--- src/scfr_pkg.sv ---
// types and constants for the additive checksum frame receiver
package scfr_pkg;

    localparam int unsigned BYTE_W = 8;
    localparam int unsigned KIND_W = 4;
    localparam int unsigned CFG_IDX_W = 2;

    localparam logic [BYTE_W-1:0] SUM_GOOD = 8'hFF;
    localparam logic [BYTE_W-1:0] DATA_HDR = 8'd3;

    // configuration register indexes
    localparam logic [CFG_IDX_W-1:0] CFG_START = 2'd0;
    localparam logic [CFG_IDX_W-1:0] CFG_END   = 2'd1;
    localparam logic [CFG_IDX_W-1:0] CFG_ACK   = 2'd2;
    localparam logic [CFG_IDX_W-1:0] CFG_NAK   = 2'd3;

    localparam logic [BYTE_W-1:0] START_RST = 8'd2;
    localparam logic [BYTE_W-1:0] END_RST   = 8'd3;
    localparam logic [BYTE_W-1:0] ACK_RST   = 8'd6;
    localparam logic [BYTE_W-1:0] NAK_RST   = 8'd21;

    // field kinds reported per byte
    localparam logic [KIND_W-1:0] KIND_SKIP     = 4'd0;
    localparam logic [KIND_W-1:0] KIND_LENGTH   = 4'd1;
    localparam logic [KIND_W-1:0] KIND_MSGID    = 4'd2;
    localparam logic [KIND_W-1:0] KIND_RESP     = 4'd3;
    localparam logic [KIND_W-1:0] KIND_TYPE     = 4'd4;
    localparam logic [KIND_W-1:0] KIND_DATA     = 4'd5;
    localparam logic [KIND_W-1:0] KIND_ERRCODE  = 4'd6;
    localparam logic [KIND_W-1:0] KIND_CHECKSUM = 4'd7;
    localparam logic [KIND_W-1:0] KIND_END      = 4'd8;

    typedef enum logic [8:0] {
        PH_START    = 9'b000000001,
        PH_LENGTH   = 9'b000000010,
        PH_MSGID    = 9'b000000100,
        PH_RESP     = 9'b000001000,
        PH_TYPE     = 9'b000010000,
        PH_DATA     = 9'b000100000,
        PH_ERRCODE  = 9'b001000000,
        PH_CHECKSUM = 9'b010000000,
        PH_END      = 9'b100000000
    } t_phase;

    typedef struct packed {
        logic [BYTE_W-1:0] start_char;
        logic [BYTE_W-1:0] end_char;
        logic [BYTE_W-1:0] ack_char;
        logic [BYTE_W-1:0] nak_char;
    } t_cfg;

    typedef struct packed {
        logic [KIND_W-1:0] field_kind;
        logic [BYTE_W-1:0] field_byte;
        logic              frame_done;
        logic              frame_good;
        logic              checksum_ok;
        logic              was_ack;
    } t_result;

endpackage

--- src/scfr_rx_if.sv ---
// byte input channel
interface scfr_rx_if;
    logic       valid;
    logic       ready;
    logic [7:0] rx_byte;

    modport source (output valid, output rx_byte, input ready);
    modport sink (input valid, input rx_byte, output ready);
endinterface

--- src/scfr_res_if.sv ---
// classified byte result channel
interface scfr_res_if;
    logic       valid;
    logic       ready;
    logic [3:0] field_kind;
    logic [7:0] field_byte;
    logic       frame_done;
    logic       frame_good;
    logic       checksum_ok;
    logic       was_ack;

    modport source (output valid, output field_kind, output field_byte,
                    output frame_done, output frame_good, output checksum_ok,
                    output was_ack, input ready);
    modport sink (input valid, input field_kind, input field_byte,
                  input frame_done, input frame_good, input checksum_ok,
                  input was_ack, output ready);
endinterface

--- src/scfr_cfg_regs.sv ---
// configuration registers for the frame receiver
module scfr_cfg_regs (
    input  logic                             i_clk,
    input  logic                             i_rst_n,
    input  logic                             i_cfg_we,
    input  logic [scfr_pkg::CFG_IDX_W-1:0]   i_cfg_idx,
    input  logic [scfr_pkg::BYTE_W-1:0]      i_cfg_data,
    output scfr_pkg::t_cfg                   o_cfg
);
    import scfr_pkg::*;

    t_cfg r_cfg;
    t_cfg n_cfg;

    always_comb begin
        n_cfg = r_cfg;
        if (i_cfg_we) begin
            case (i_cfg_idx)
                CFG_START: n_cfg.start_char = i_cfg_data;
                CFG_END:   n_cfg.end_char   = i_cfg_data;
                CFG_ACK:   n_cfg.ack_char   = i_cfg_data;
                CFG_NAK:   n_cfg.nak_char   = i_cfg_data;
                default:   n_cfg = r_cfg;
            endcase
        end
    end

    always_ff @(posedge i_clk) begin
        if (!i_rst_n) begin
            r_cfg.start_char <= START_RST;
            r_cfg.end_char   <= END_RST;
            r_cfg.ack_char   <= ACK_RST;
            r_cfg.nak_char   <= NAK_RST;
        end else begin
            r_cfg <= n_cfg;
        end
    end

    assign o_cfg = r_cfg;
endmodule

--- src/scfr_parser.sv ---
// frame parse state and per-byte classification
module scfr_parser (
    input  logic                         i_clk,
    input  logic                         i_rst_n,
    input  logic                         i_adv,
    input  logic [scfr_pkg::BYTE_W-1:0]  i_byte,
    input  scfr_pkg::t_cfg               i_cfg,
    output scfr_pkg::t_result            o_res
);
    import scfr_pkg::*;

    t_phase            r_phase, n_phase;
    logic [BYTE_W-1:0] r_len, n_len;
    logic [BYTE_W-1:0] r_cnt, n_cnt;
    logic [BYTE_W-1:0] r_sum, n_sum;
    logic              r_ack, n_ack;
    logic [BYTE_W-1:0] sum_add;
    logic              sum_match;

    assign sum_add   = r_sum + i_byte;
    assign sum_match = (r_sum == SUM_GOOD);

    always_comb begin
        n_phase = r_phase;
        n_len   = r_len;
        n_cnt   = r_cnt;
        n_sum   = r_sum;
        n_ack   = r_ack;
        o_res.field_kind  = KIND_SKIP;
        o_res.field_byte  = i_byte;
        o_res.frame_done  = 1'b0;
        o_res.frame_good  = 1'b0;
        o_res.checksum_ok = 1'b0;
        case (r_phase)
            PH_LENGTH: begin
                o_res.field_kind = KIND_LENGTH;
                n_len   = i_byte;
                n_phase = PH_MSGID;
            end
            PH_MSGID: begin
                o_res.field_kind = KIND_MSGID;
                n_sum   = i_byte;
                n_phase = PH_RESP;
            end
            PH_RESP: begin
                o_res.field_kind = KIND_RESP;
                n_sum   = sum_add;
                n_phase = PH_TYPE;
            end
            PH_TYPE: begin
                // unknown type bytes are dropped, keep waiting
                if (i_byte == i_cfg.ack_char) begin
                    o_res.field_kind = KIND_TYPE;
                    n_sum   = sum_add;
                    n_ack   = 1'b1;
                    n_cnt   = '0;
                    n_phase = (r_len > DATA_HDR) ? PH_DATA : PH_CHECKSUM;
                end else if (i_byte == i_cfg.nak_char) begin
                    o_res.field_kind = KIND_TYPE;
                    n_sum   = sum_add;
                    n_ack   = 1'b0;
                    n_phase = PH_ERRCODE;
                end
            end
            PH_DATA: begin
                o_res.field_kind = KIND_DATA;
                n_sum = sum_add;
                n_cnt = r_cnt + 8'd1;
                if (n_cnt == r_len - DATA_HDR) begin
                    n_phase = PH_CHECKSUM;
                end
            end
            PH_ERRCODE: begin
                o_res.field_kind = KIND_ERRCODE;
                n_sum   = sum_add;
                n_phase = PH_CHECKSUM;
            end
            PH_CHECKSUM: begin
                o_res.field_kind = KIND_CHECKSUM;
                n_sum   = sum_add;
                n_phase = PH_END;
            end
            PH_END: begin
                o_res.field_kind  = KIND_END;
                o_res.frame_done  = 1'b1;
                o_res.checksum_ok = sum_match;
                o_res.frame_good  = sum_match && (i_byte == i_cfg.end_char);
                n_phase = PH_START;
            end
            default: begin
                // hunting for the start byte
                if (i_byte == i_cfg.start_char) begin
                    n_sum   = '0;
                    n_cnt   = '0;
                    n_ack   = 1'b0;
                    n_phase = PH_LENGTH;
                end else begin
                    n_phase = PH_START;
                end
            end
        endcase
        o_res.was_ack = n_ack;
    end

    always_ff @(posedge i_clk) begin
        if (!i_rst_n) begin
            r_phase <= PH_START;
            r_len   <= '0;
            r_cnt   <= '0;
            r_sum   <= '0;
            r_ack   <= 1'b0;
        end else if (i_adv) begin
            r_phase <= n_phase;
            r_len   <= n_len;
            r_cnt   <= n_cnt;
            r_sum   <= n_sum;
            r_ack   <= n_ack;
        end
    end
endmodule

--- src/sum_checksum_frame_receiver.sv ---
// additive checksum frame receiver: byte register, parser, result register
// an accepted byte goes through the byte register and the parser into the result register
// throughput: one byte per cycle while the output is not stalled; the parse state advances with each byte
// a stalled output backs up through the byte register to the input ready
// reset: synchronous, active low; valid flags, parse state and configuration
// return to their defaults and the parser hunts for the start byte again
module sum_checksum_frame_receiver (
    input  logic                            i_clk,
    input  logic                            i_rst_n,
    input  logic                            i_cfg_we,
    input  logic [scfr_pkg::CFG_IDX_W-1:0]  i_cfg_idx,
    input  logic [scfr_pkg::BYTE_W-1:0]     i_cfg_data,
    scfr_rx_if.sink                         i_rx,
    scfr_res_if.source                      o_res
);
    import scfr_pkg::*;

    t_cfg              cfg;
    t_result           parse_res;
    logic              r_s0_valid;
    logic [BYTE_W-1:0] r_s0_byte;
    logic              r_out_valid;
    t_result           r_out;
    logic              out_load;
    logic              s0_load;

    // result register takes a byte when empty or being drained
    assign out_load = r_s0_valid && (!r_out_valid || o_res.ready);
    assign s0_load  = !r_s0_valid || out_load;

    scfr_cfg_regs u_cfg (
        .i_clk      (i_clk),
        .i_rst_n    (i_rst_n),
        .i_cfg_we   (i_cfg_we),
        .i_cfg_idx  (i_cfg_idx),
        .i_cfg_data (i_cfg_data),
        .o_cfg      (cfg)
    );

    scfr_parser u_parser (
        .i_clk   (i_clk),
        .i_rst_n (i_rst_n),
        .i_adv   (out_load),
        .i_byte  (r_s0_byte),
        .i_cfg   (cfg),
        .o_res   (parse_res)
    );

    always_ff @(posedge i_clk) begin
        if (!i_rst_n) begin
            r_s0_valid  <= 1'b0;
            r_out_valid <= 1'b0;
        end else begin
            if (s0_load) begin
                r_s0_valid <= i_rx.valid;
            end
            if (out_load) begin
                r_out_valid <= 1'b1;
            end else if (o_res.ready) begin
                r_out_valid <= 1'b0;
            end
        end
    end

    always_ff @(posedge i_clk) begin
        if (s0_load && i_rx.valid) begin
            r_s0_byte <= i_rx.rx_byte;
        end
        if (out_load) begin
            r_out <= parse_res;
        end
    end

    assign i_rx.ready        = s0_load;
    assign o_res.valid       = r_out_valid;
    assign o_res.field_kind  = r_out.field_kind;
    assign o_res.field_byte  = r_out.field_byte;
    assign o_res.frame_done  = r_out.frame_done;
    assign o_res.frame_good  = r_out.frame_good;
    assign o_res.checksum_ok = r_out.checksum_ok;
    assign o_res.was_ack     = r_out.was_ack;
endmodule

--- src/flat_wrapper.sv ---
// flat-port wrapper written by rule: the top's interface ports become plain ports
module sum_checksum_frame_receiver_flat import scfr_pkg::*;
  (i_clk, i_rst_n, i_cfg_we, i_cfg_idx, i_cfg_data, i_rx_valid, i_rx_rx_byte, i_rx_ready, o_res_valid, o_res_field_kind, o_res_field_byte, o_res_frame_done, o_res_frame_good, o_res_checksum_ok, o_res_was_ack, o_res_ready);
  scfr_rx_if i_rx_i ();
  scfr_res_if o_res_i ();
  input  logic i_clk;
  input  logic i_rst_n;
  input  logic i_cfg_we;
  input  logic [scfr_pkg::CFG_IDX_W-1:0] i_cfg_idx;
  input  logic [scfr_pkg::BYTE_W-1:0] i_cfg_data;
  input wire logic [$bits(i_rx_i.valid)-1:0] i_rx_valid;
  input wire logic [$bits(i_rx_i.rx_byte)-1:0] i_rx_rx_byte;
  output wire logic [$bits(i_rx_i.ready)-1:0] i_rx_ready;
  output wire logic [$bits(o_res_i.valid)-1:0] o_res_valid;
  output wire logic [$bits(o_res_i.field_kind)-1:0] o_res_field_kind;
  output wire logic [$bits(o_res_i.field_byte)-1:0] o_res_field_byte;
  output wire logic [$bits(o_res_i.frame_done)-1:0] o_res_frame_done;
  output wire logic [$bits(o_res_i.frame_good)-1:0] o_res_frame_good;
  output wire logic [$bits(o_res_i.checksum_ok)-1:0] o_res_checksum_ok;
  output wire logic [$bits(o_res_i.was_ack)-1:0] o_res_was_ack;
  input wire logic [$bits(o_res_i.ready)-1:0] o_res_ready;
  assign i_rx_i.valid = i_rx_valid;
  assign i_rx_i.rx_byte = i_rx_rx_byte;
  assign i_rx_ready = i_rx_i.ready;
  assign o_res_valid = o_res_i.valid;
  assign o_res_field_kind = o_res_i.field_kind;
  assign o_res_field_byte = o_res_i.field_byte;
  assign o_res_frame_done = o_res_i.frame_done;
  assign o_res_frame_good = o_res_i.frame_good;
  assign o_res_checksum_ok = o_res_i.checksum_ok;
  assign o_res_was_ack = o_res_i.was_ack;
  assign o_res_i.ready = o_res_ready;
  sum_checksum_frame_receiver u_core (.i_clk(i_clk), .i_rst_n(i_rst_n), .i_cfg_we(i_cfg_we), .i_cfg_idx(i_cfg_idx), .i_cfg_data(i_cfg_data), .i_rx(i_rx_i), .o_res(o_res_i));
endmodule
--- config.mk ---
export PLATFORM = sky130hd
export DESIGN_NAME = sum_checksum_frame_receiver_flat
export DESIGN_NICKNAME = d
export VERILOG_FILES = /design/src/scfr_pkg.sv /design/src/scfr_rx_if.sv /design/src/scfr_res_if.sv /design/src/scfr_cfg_regs.sv /design/src/scfr_parser.sv /design/src/sum_checksum_frame_receiver.sv /design/src/flat_wrapper.sv
export SDC_FILE = /design/constraint.sdc
export NUM_CORES = 1
export LEC_CHECK = 0
export BUFFER_PORTS_ARGS = -buffer_cell sky130_fd_sc_hd__buf_2
export CAP_MARGIN = 20
export CORE_ASPECT_RATIO = 1.5
export CORE_UTILIZATION = 50
export CTS_CLUSTER_SIZE = 28
export DETAILED_ROUTE_END_ITERATION = 10
export GPL_ROUTABILITY_DRIVEN = 0
export HOLD_SLACK_MARGIN = 0.1
export PLACE_DENSITY = 0.71
export SKIP_CTS_REPAIR_TIMING = 1
export SYNTH_ARGS = -nofsm -noshare
export SYNTH_HDL_FRONTEND = slang
export SYNTH_SLANG_ARGS = --single-unit
--- constraint.sdc ---
create_clock -name i_clk -period 2.2 [get_ports i_clk]
set_input_delay 0.22 -clock i_clk [delete_from_list [all_inputs] [get_ports i_clk]]
set_output_delay 0.22 -clock i_clk [all_outputs]
set_load 0.05 [all_outputs]
==> impl_metrics.py, run 1 <==
metrics = {
    "run_status": {
        "outcome": "complete, but fails checks",
        "violations": "setup timing",
    },
    "power": {
        "finalPower_mw": 3.86,
        "ir_drop_mv": 0.702,
        "leakagePower_nw": 2.54,
        "p_per_area_nw_per_um2": 621,
    },
    "synth": {
        "syn_area_per_cell_um2": 9.07,
        "synth-seq-cells": 92,
        "synth_edf_count": 24,
        "synth_top_area_frac": 0.291,
        "synth_flop_cell": "dfxtp_1",
        "synthCells": 516,
        "synthesis.area_um2": 4680,
        "synthDistinctLibCells": 54,
        "yosysTopAreaCell": "dfxtp_1",
        "syn_nets": 549,
        "ys_warn_count": 0,
        "async_flop_share": 0,
        "yosys-top-cells-area": "dfxtp_1 29%, edfxtp_1 15%, mux2i_1 6.0%, xor2_1 5.8%, nand2_1 5.0%",
        "ys_seq_area_frac": 0.445,
    },
    "cells_and_area": {
        "nets": 664,
        "drive_gt1_frac": 0.299,
        "multi_input_area_um2": 2620,
        "syn2layout_area_growth_pct": 32.6,
        "layout_common_cells": "79 x buf_4, 65 x dfxtp_1, 62 x nand2_1",
        "antenna_cells": 0,
        "seqCellArea_um2": 2090,
        "fillers": 678,
        "layout_commonest_cell": "buf_4",
    },
    "die": {
        "fp-row-count": 42,
        "dieArea_um2": 9760,
        "core_um2": 8930,
        "die_w_um": 81.0,
        "start_util": 0.524,
        "ios": 41,
        "dieHeight_um": 120,
    },
    "route": {
        "ant_nets": 0,
        "first_iter_violations": 241,
        "drcViolationCount": 0,
        "wirelength_mm": 12.8,
        "vias_per_cell": 5.67,
        "first_pass_iters": 5,
        "via_count": 4233,
        "avgRoutedWirePerCell_um": 17.2,
    },
    "timing": {
        "fmax_mhz": 400,
        "hold_viol": 0,
        "clock-skew-final_ns": 0.00723,
        "worst_slack_ns": -0.301,
        "period_minus_slack_ns": 2.50,
        "period_share": 1.14,
        "worst_pin_slew_ns": 0.712,
        "rsz0062_at_grt": "true",
        "slew_headroom": 0.521,
        "maxSlewViolCount": 0,
        "finalSetupViolations": 26,
    },
    "worst_setup_path": {
        "r2r_start": "u_core.r_s0_byte[7]$_DFFE_PP_",
        "cp-startpoint": "u_core.r_s0_byte[7]$_DFFE_PP_",
        "cp-end-kind": "flop",
        "rr_worst_depth": 8,
        "path_class": "reg -> reg",
        "crit_fanout": 5,
        "crit_path_start_kind": "flop",
        "arrival_ns": 2.78,
        "worst_ep_required_time_ns": 2.48,
    },
    "cts": {
        "cts_made_buffers": 9,
        "htree_num_levels": 3,
        "cts-root-to-sink-buffers": 2,
        "cts_tree": "built",
        "clk_pin_slew_ns": 0.07,
        "cts-root-buf": "clkbuf_16",
        "cts_num_sinks": 92,
        "clk_latency_ns": 0.34,
    },
    "place": {
        "io_buffers": 40,
        "pre_cts_ws_ns": -0.303,
        "hpwl_mm": 9.03,
    },
    "grt": {
        "grt_pass1_vias": 4057,
        "grt_pass1_wl_mm": 19.1,
        "grt_max_degree": 23,
        "grt_usage": 0.261,
        "globalRouteOverflowTotal": 0,
        "antenna_found_initial": 0,
    },
    "hold_path": {
        "holdPathStages": 3,
        "hold_start": "i_rx_valid",
        "hold_path.class": "in -> reg",
    },
    "flow_run": {
        "maxCapViolCount": 0,
    },
}
report_power, final:
group | switching, mW | internal (mW) | total (mW)
Sequential | 0.0419 | 1.78 | 1.83
Clock | 0.649 | 0.996 | 1.64
Combinational | 0.223 | 0.162 | 0.385
flip-flops by register name, indices dropped and copies added (netlist names):
name and cells:
u_core.r_s0_byte 8, u_core.u_parser.r_phase 9, u_core.o_res.field_kind 4, u_core.u_parser.r_sum 8, u_core.o_res.was_ack 1, u_core.o_res.checksum_ok 1, u_core.u_parser.r_ack 1, u_core.o_res.frame_good 1
u_core.o_res.field_byte 8, u_core.o_res.valid 1, u_core.u_cfg.o_cfg 32, u_core.o_res.frame_done 1, u_core.u_parser.r_cnt 8, u_core.r_s0_valid 1, u_core.u_parser.r_len 8
path summary, 6_finish.rpt:
check / endpoint / slack [ns]
max: u_core.u_parser.r_phase[1]$_SDFFE_PN0P_ / -0.30
min: u_core.r_s0_valid$_SDFFE_PN0N_ / 0.1
max reg2reg: u_core.u_parser.r_phase[1]$_SDFFE_PN0P_ / -0.30
min reg2reg: u_core.u_cfg.o_cfg[14]$_SDFFE_PN0P_ / 0.47
synth_stat cells, types with 3 or more instances:
library cell  number
edfxtp_1          24
xnor2_1           23
nand3b_1           3
nand4_1            6
buf_2             13
nor3_1            14
nor2_1            47
ha_1               9
mux2i_1           28
a21o_1             3
nand2_1           62
o21a_1             4
o21ai_0           18
dfxtp_1           68
inv_1             18
nor4_1             8
o211ai_1           5
and3_1             6
or3_1              3
a211oi_1           8
a22oi_1            6
xor2_1            31
or4_1              7
nand3_1           19
a21oi_1           29
a31oi_1            3
clkbuf_1          17
and2_1             4
nor2b_1            5
per-layer routing:
| metal | vias up | track usage | wire [um] |
|---|---|---|---|
| li1 | 2034 | - | - |
| met1 | 2020 | 0.287 | 4750 |
| met2 | 136 | 0.462 | 6970 |
| met3 | 43 | 0.0415 | 492 |
| met4 | 0 | 0.147 | 598 |
| met5 | - | 0 | 0 |
kinds of logic (layout without fill, tap and decap cells):
group           Yosys count  count (layout)  synth area share
flops                    92              92             0.445
xor+xnor                 54              54             0.101
buf+inv                  51             170            0.0460
fa+ha+maj                10              10            0.0284
simple gates            195             196             0.202
compound gates           85              85             0.115
mux                      29              29            0.0623
cell type report:
cell class                 count  share of cell area
multi-input combinational    374               0.422
tap                          110              0.0222
timing repair buffer         135               0.157
clock inverter                 6              0.0143
clock buffer                  10              0.0369
inverter                      19              0.0115
sequential                    92               0.336
critical path: stages, from the launching register on:
cell and delay [ns]:
edfxtp_1 0.50, buf_4 0.18, xor2_1 0.15, nor4_1 0.29
nand2_1 0.18, a21oi_2 0.28, a31oi_4 0.17, or4_4 0.54
a21oi_2 0.13
metrics by stage:
stage | cell area (um2) | utilization | instances | hold slack (ns) | setup TNS [ns]
final | 6200 | 0.695 | 746 | 0.0953 | -4.50
after global routing | 6200 | 0.695 | 746 | 0.103 | -6.56
after CTS | 5780 | 0.646 | 722 | 0.0441 | -4.09
after detailed placement | 5460 | 0.611 | 706 | 0.399 | -3.25
after global placement | 5460 | 0.611 | 706 | 0.398 | -2.25
after floorplan | 4730 | - | 516 | 0.319 | -0.528
(Power assumes the default switching activity.)
==> run 2, diff against run 1 <==
CORE_UTILIZATION = 30   (was 50)
PLACE_DENSITY = default   (was 0.71)
==> impl_metrics.py, run 2 (synthesis results as in run 1) <==
metrics = {
    "worst_setup_path": {
        "rrSetupSlack_ns": -0.19,
        "critPathMaxStageDelay_ns": 0.44,
        "worst_ep_required_time_ns": 2.49,
        "path_cells": "a2111oi_0 -> buf_4 -> xnor2_1 -> xnor2_1 -> nor4_2 -> buf_4 -> a31oi_4 -> or4_1 -> a21oi_2",
        "arrival_ns": 2.68,
        "crit_path_start_kind": "flop",
        "crit_fanout": 7,
        "path_class": "reg -> reg",
        "cp-end-kind": "flop",
        "crit_slowest_cell": "or4_1",
    },
    "cells_and_area": {
        "layout_common_cells": "83 x buf_4, 64 x dfxtp_1, 59 x nand2_1",
        "nets": 670,
        "antenna_cells": 0,
        "seqCellArea_um2": 2090,
        "largest_reg_flops": 32,
        "multi_input_area_um2": 2670,
        "layout_commonest_cell": "buf_4",
        "fillers": 1537,
        "drive_gt1_frac": 0.329,
        "fin_util": 0.423,
        "syn2layout_area_growth_pct": 36.8,
        "final_cells": 841,
    },
    "cts": {
        "clk_latency_ns": 0.35,
        "clk_pin_slew_ns": 0.07,
        "cts-root-to-sink-buffers": 2,
        "cts_made_buffers": 9,
        "cts_tree": "built",
        "cts-root-buf": "clkbuf_16",
        "cts_num_sinks": 92,
        "htree_num_levels": 3,
    },
    "route": {
        "first_iter_violations": 144,
        "vias_per_cell": 4.92,
        "wirelength_mm": 13.2,
        "ant_nets": 0,
        "drcViolationCount": 0,
        "avgRoutedWirePerCell_um": 15.7,
        "via_count": 4139,
        "first_pass_iters": 4,
    },
    "timing": {
        "hold_viol": 0,
        "setup_tns_ns": -2.49,
        "worst_slack_ns": -0.193,
        "period_minus_slack_ns": 2.39,
        "clock-skew-final_ns": 0.00742,
        "maxSlewViolCount": 0,
        "rsz0062_at_grt": "true",
        "period_share": 1.09,
        "fmax_mhz": 418,
        "hold_ws_ns": 0.0936,
        "slew_headroom": 0.526,
        "worst_pin_slew_ns": 0.710,
        "finalSetupViolations": 18,
    },
    "die": {
        "dieArea_um2": 16100,
        "ios": 41,
        "core_um2": 15100,
        "start_util": 0.309,
        "die_w_um": 104,
        "fp-row-count": 55,
        "dieHeight_um": 155,
    },
    "grt": {
        "grt_pass1_wl_mm": 20.3,
        "grt_pass1_vias": 4116,
        "globalRouteOverflowTotal": 0,
        "grt_usage": 0.160,
        "antenna_found_initial": 0,
        "grt_max_degree": 32,
    },
    "power": {
        "p_per_area_nw_per_um2": 590,
        "leakagePower_nw": 2.59,
        "ir_drop_mv": 0.409,
        "finalPower_mw": 3.78,
    },
    "flow_run": {
        "maxCapViolCount": 0,
    },
    "place": {
        "hpwl_mm": 9.86,
        "dp.cells": 800,
        "io_buffers": 40,
    },
    "hold_path": {
        "hold_path.class": "in -> reg",
    },
    "run_status": {
        "outcome": "complete, but fails checks",
        "violations": "setup timing",
    },
}
-- run 2: cell type report --
class | instances | area share
repair buffers | 141 | 0.161
clock buffers | 11 | 0.0364
multi-input cells | 374 | 0.417
inverters | 19 | 0.0111
clock inverters | 5 | 0.00938
well taps | 199 | 0.0389
flip-flops and latches | 92 | 0.326
-- run 2: critical path: cells and delay by family (launching register included) --
| family | cells | cell delay [ns] |
|---|---|---|
| buffers and inverters | 2 | 0.34 |
| and+or+nand+nor | 2 | 0.69 |
| AOI/OAI and AO/OA | 3 | 0.67 |
| DFF | 1 | 0.37 |
| xor gates and xnor gates | 2 | 0.25 |
-- run 2: final timing paths --
check / start / endpoint / cells after the start
setup / recovery: u_core.u_parser.r_len[0]$_SDFFE_PN0P_ / u_core.u_parser.r_phase[1]$_SDFFE_PN0P_ / 9
hold / removal: i_rx_valid / u_core.r_s0_valid$_SDFFE_PN0N_ / 3
setup reg to reg: u_core.u_parser.r_len[0]$_SDFFE_PN0P_ / u_core.u_parser.r_phase[1]$_SDFFE_PN0P_ / 9
hold reg to reg: u_core.u_cfg.o_cfg[7]$_SDFFE_PN0P_ / u_core.u_cfg.o_cfg[7]$_SDFFE_PN0P_ / 2
-- run 2: through the flow --
step | setup WS, ns | cell area (um2)
5_1_grt | -0.284 | 6400
2_1_floorplan | -0.0640 | 4730
4_1_cts | -0.317 | 5900
6_report | -0.193 | 6400
3_5_place_dp | -0.310 | 5610
3_3_place_gp | -0.226 | 5610
-- run 2: where the power goes --
part	switching (mW)	total [mW]	internal, mW
Sequential	0.0369	1.82	1.78
Combinational	0.230	0.392	0.162
Clock	0.678	1.56	0.886
Total	0.945	3.78	2.83
-- run 2: per-layer routing --
| layer | track usage | wire (um) | vias to the layer above | part of all wire |
|---|---|---|---|---|
| li1 | - | - | 2042 | - |
| met3 | 0.0293 | 424 | 29 | 0.032 |
| met5 | 0 | 0 | - | 0 |
| met1 | 0.164 | 5010 | 1974 | 0.38 |
| met2 | 0.310 | 7320 | 94 | 0.55 |
| met4 | 0.0769 | 453 | 0 | 0.034 |
==> run 3, diff against run 2 <==
==> constraint.sdc (replaced) <==
create_clock -name i_clk -period 2.2 [get_ports i_clk]
set_input_delay 0.33 -clock i_clk [delete_from_list [all_inputs] [get_ports i_clk]]
set_output_delay 0.33 -clock i_clk [all_outputs]
set_load 0.05 [all_outputs]
==> impl_metrics.py, run 3 (synthesis results as in run 1) <==
metrics = {
    "worst_setup_path": {
        "cp-end-kind": "flop",
        "crit_slowest_cell": "or4_4",
        "cp-startpoint": "u_core.u_parser.r_len[2]$_SDFFE_PN0P_",
        "arrival_ns": 2.71,
        "r2r_start": "u_core.u_parser.r_len[2]$_SDFFE_PN0P_",
        "crit_path_start_kind": "flop",
        "rr_worst_depth": 8,
        "crit_fanout": 7,
        "worst_ep_required_time_ns": 2.48,
        "rr_endpoint": "u_core.u_parser.r_phase[1]$_SDFFE_PN0P_",
        "critPathMaxStageDelay_ns": 0.55,
        "rrSetupSlack_ns": -0.23,
        "cp.depth": 8,
        "path_buf_inv": 1,
        "path_class": "reg -> reg",
        "path_cells": "or4_4 -> or3_1 -> a211o_1 -> and4b_4 -> a31oi_4 -> buf_4 -> nand2_1 -> a21oi_1",
        "critPathCapture": "u_core.u_parser.r_phase[1]$_SDFFE_PN0P_",
        "crit_family": "simple AND/OR/NAND/NOR gates",
    },
    "cells_and_area": {
        "layout_commonest_cell": "buf_4",
        "stdcell_area_um2": 6230,
        "nets": 661,
        "syn2layout_area_growth_pct": 33.2,
        "layout_common_cells": "87 x buf_4, 66 x dfxtp_1, 62 x nand2_1",
        "drive_gt1_frac": 0.294,
        "largest_reg_flops": 32,
        "fin_util": 0.412,
        "fillers": 1498,
        "antenna_cells": 0,
    },
    "grt": {
        "grt_pass1_wl_mm": 20.6,
        "grt_max_degree": 32,
        "globalRouteOverflowTotal": 0,
        "antenna_found_initial": 0,
        "grt_pass1_vias": 4151,
        "grt_usage": 0.165,
    },
    "place": {
        "io_buffers": 40,
        "hpwl_mm": 9.95,
        "placed_cell_area_um2": 5620,
    },
    "die": {
        "dieHeight_um": 155,
        "start_util": 0.309,
        "ios": 41,
        "fp-row-count": 55,
        "core_um2": 15100,
        "die_w_um": 104,
        "dieArea_um2": 16100,
    },
    "power": {
        "pwr-share-clk": 0.451,
        "p_int_mw": 3.06,
        "seqPwrFrac": 0.454,
        "p_per_area_nw_per_um2": 643,
        "ir_drop_mv": 0.448,
        "leakagePower_nw": 2.53,
        "comb_power_share": 0.095,
        "switchingPower_mw": 0.953,
        "p_sw_frac": 0.238,
    },
    "hold_path": {
        "hold_start": "i_rx_rx_byte[7]",
        "hold_path.class": "in -> reg",
    },
    "route": {
        "ant_nets": 0,
        "drt-met1-wl_mm": 4.96,
        "vias_per_cell": 4.96,
        "dr_wl_met3_um": 358,
        "drcViolationCount": 0,
        "wirelength_mm": 13.0,
        "first_pass_iters": 4,
        "wl_met2_mm": 7.26,
        "first_iter_violations": 194,
        "top_layer": "met4",
        "via_count": 4127,
        "avgRoutedWirePerCell_um": 15.7,
    },
    "timing": {
        "slew_headroom": 0.551,
        "rsz0062_at_grt": "true",
        "clock-skew-final_ns": 0.00912,
        "worst_slack_ns": -0.225,
        "period_minus_slack_ns": 2.43,
        "maxSlewViolCount": 0,
        "hold_viol": 0,
        "period_share": 1.10,
        "fmax_mhz": 412,
        "finalSetupViolations": 22,
        "worst_pin_slew_ns": 0.671,
    },
    "cts": {
        "htree_num_levels": 3,
        "clk_latency_ns": 0.35,
        "clk_pin_slew_ns": 0.07,
        "cts_made_buffers": 9,
        "cts-root-to-sink-buffers": 2,
        "cts_num_sinks": 92,
        "cts-root-buf": "clkbuf_16",
        "cts_tree": "built",
    },
    "run_status": {
        "violations": "setup timing",
        "outcome": "complete, but fails checks",
    },
    "flow_run": {
        "maxCapViolCount": 0,
    },
}
-- run 3: stage by stage --
stage               instances  total power [mW]  setup slack, ns  hold WS [ns]  setup TNS (ns)
finish                    832              4.01           -0.225         0.148           -2.98
global route              832              4.13           -0.312         0.139           -5.37
CTS                       818              4.01           -0.297         0.143           -4.26
detailed placement        802              2.21           -0.290         0.462           -3.79
global placement          802              2.20           -0.225         0.457           -2.65
floorplan                 516              2.06          -0.0640         0.429          -0.528
-- run 3: area by class of cell --
class                   count  area [um2]  share of cell area
well taps                 199         249              0.0400
inverters                  19        71.3              0.0114
flip-flops and latches     92        2080               0.335
clock buffers               9         225              0.0361
repair buffers            132         918               0.147
clock inverters             7         121              0.0195
multi-input cells         374        2560               0.411
-- run 3: worst min path at each step --
stage                                           to  depth (start not counted)
4_1_cts              u_core.r_s0_byte[4]$_DFFE_PP_                          1
3_5_place_dp   u_core.u_cfg.o_cfg[15]$_SDFFE_PN0P_                          2
2_1_floorplan        u_core.r_s0_byte[0]$_DFFE_PP_                          0
6_report             u_core.r_s0_byte[7]$_DFFE_PP_                          1
3_3_place_gp    u_core.u_cfg.o_cfg[7]$_SDFFE_PN0P_                          2
5_1_grt              u_core.r_s0_byte[4]$_DFFE_PP_                          1
-- run 3: routing by layer --
metal,GRT usage,vias up
met5,0,-
met4,0.0932,0
met3,0.0297,28
met2,0.319,82
met1,0.165,1988
li1,-,2029
-- run 3: power groups by stage --
stage,Clock [mW],Sequential (mW),Combinational (mW)
3_3_place_gp,0,1.86,0.341
6_report,1.81,1.82,0.381
3_5_place_dp,0,1.86,0.348
5_1_grt,1.89,1.82,0.410
4_1_cts,1.84,1.82,0.350
2_1_floorplan,0,1.89,0.177
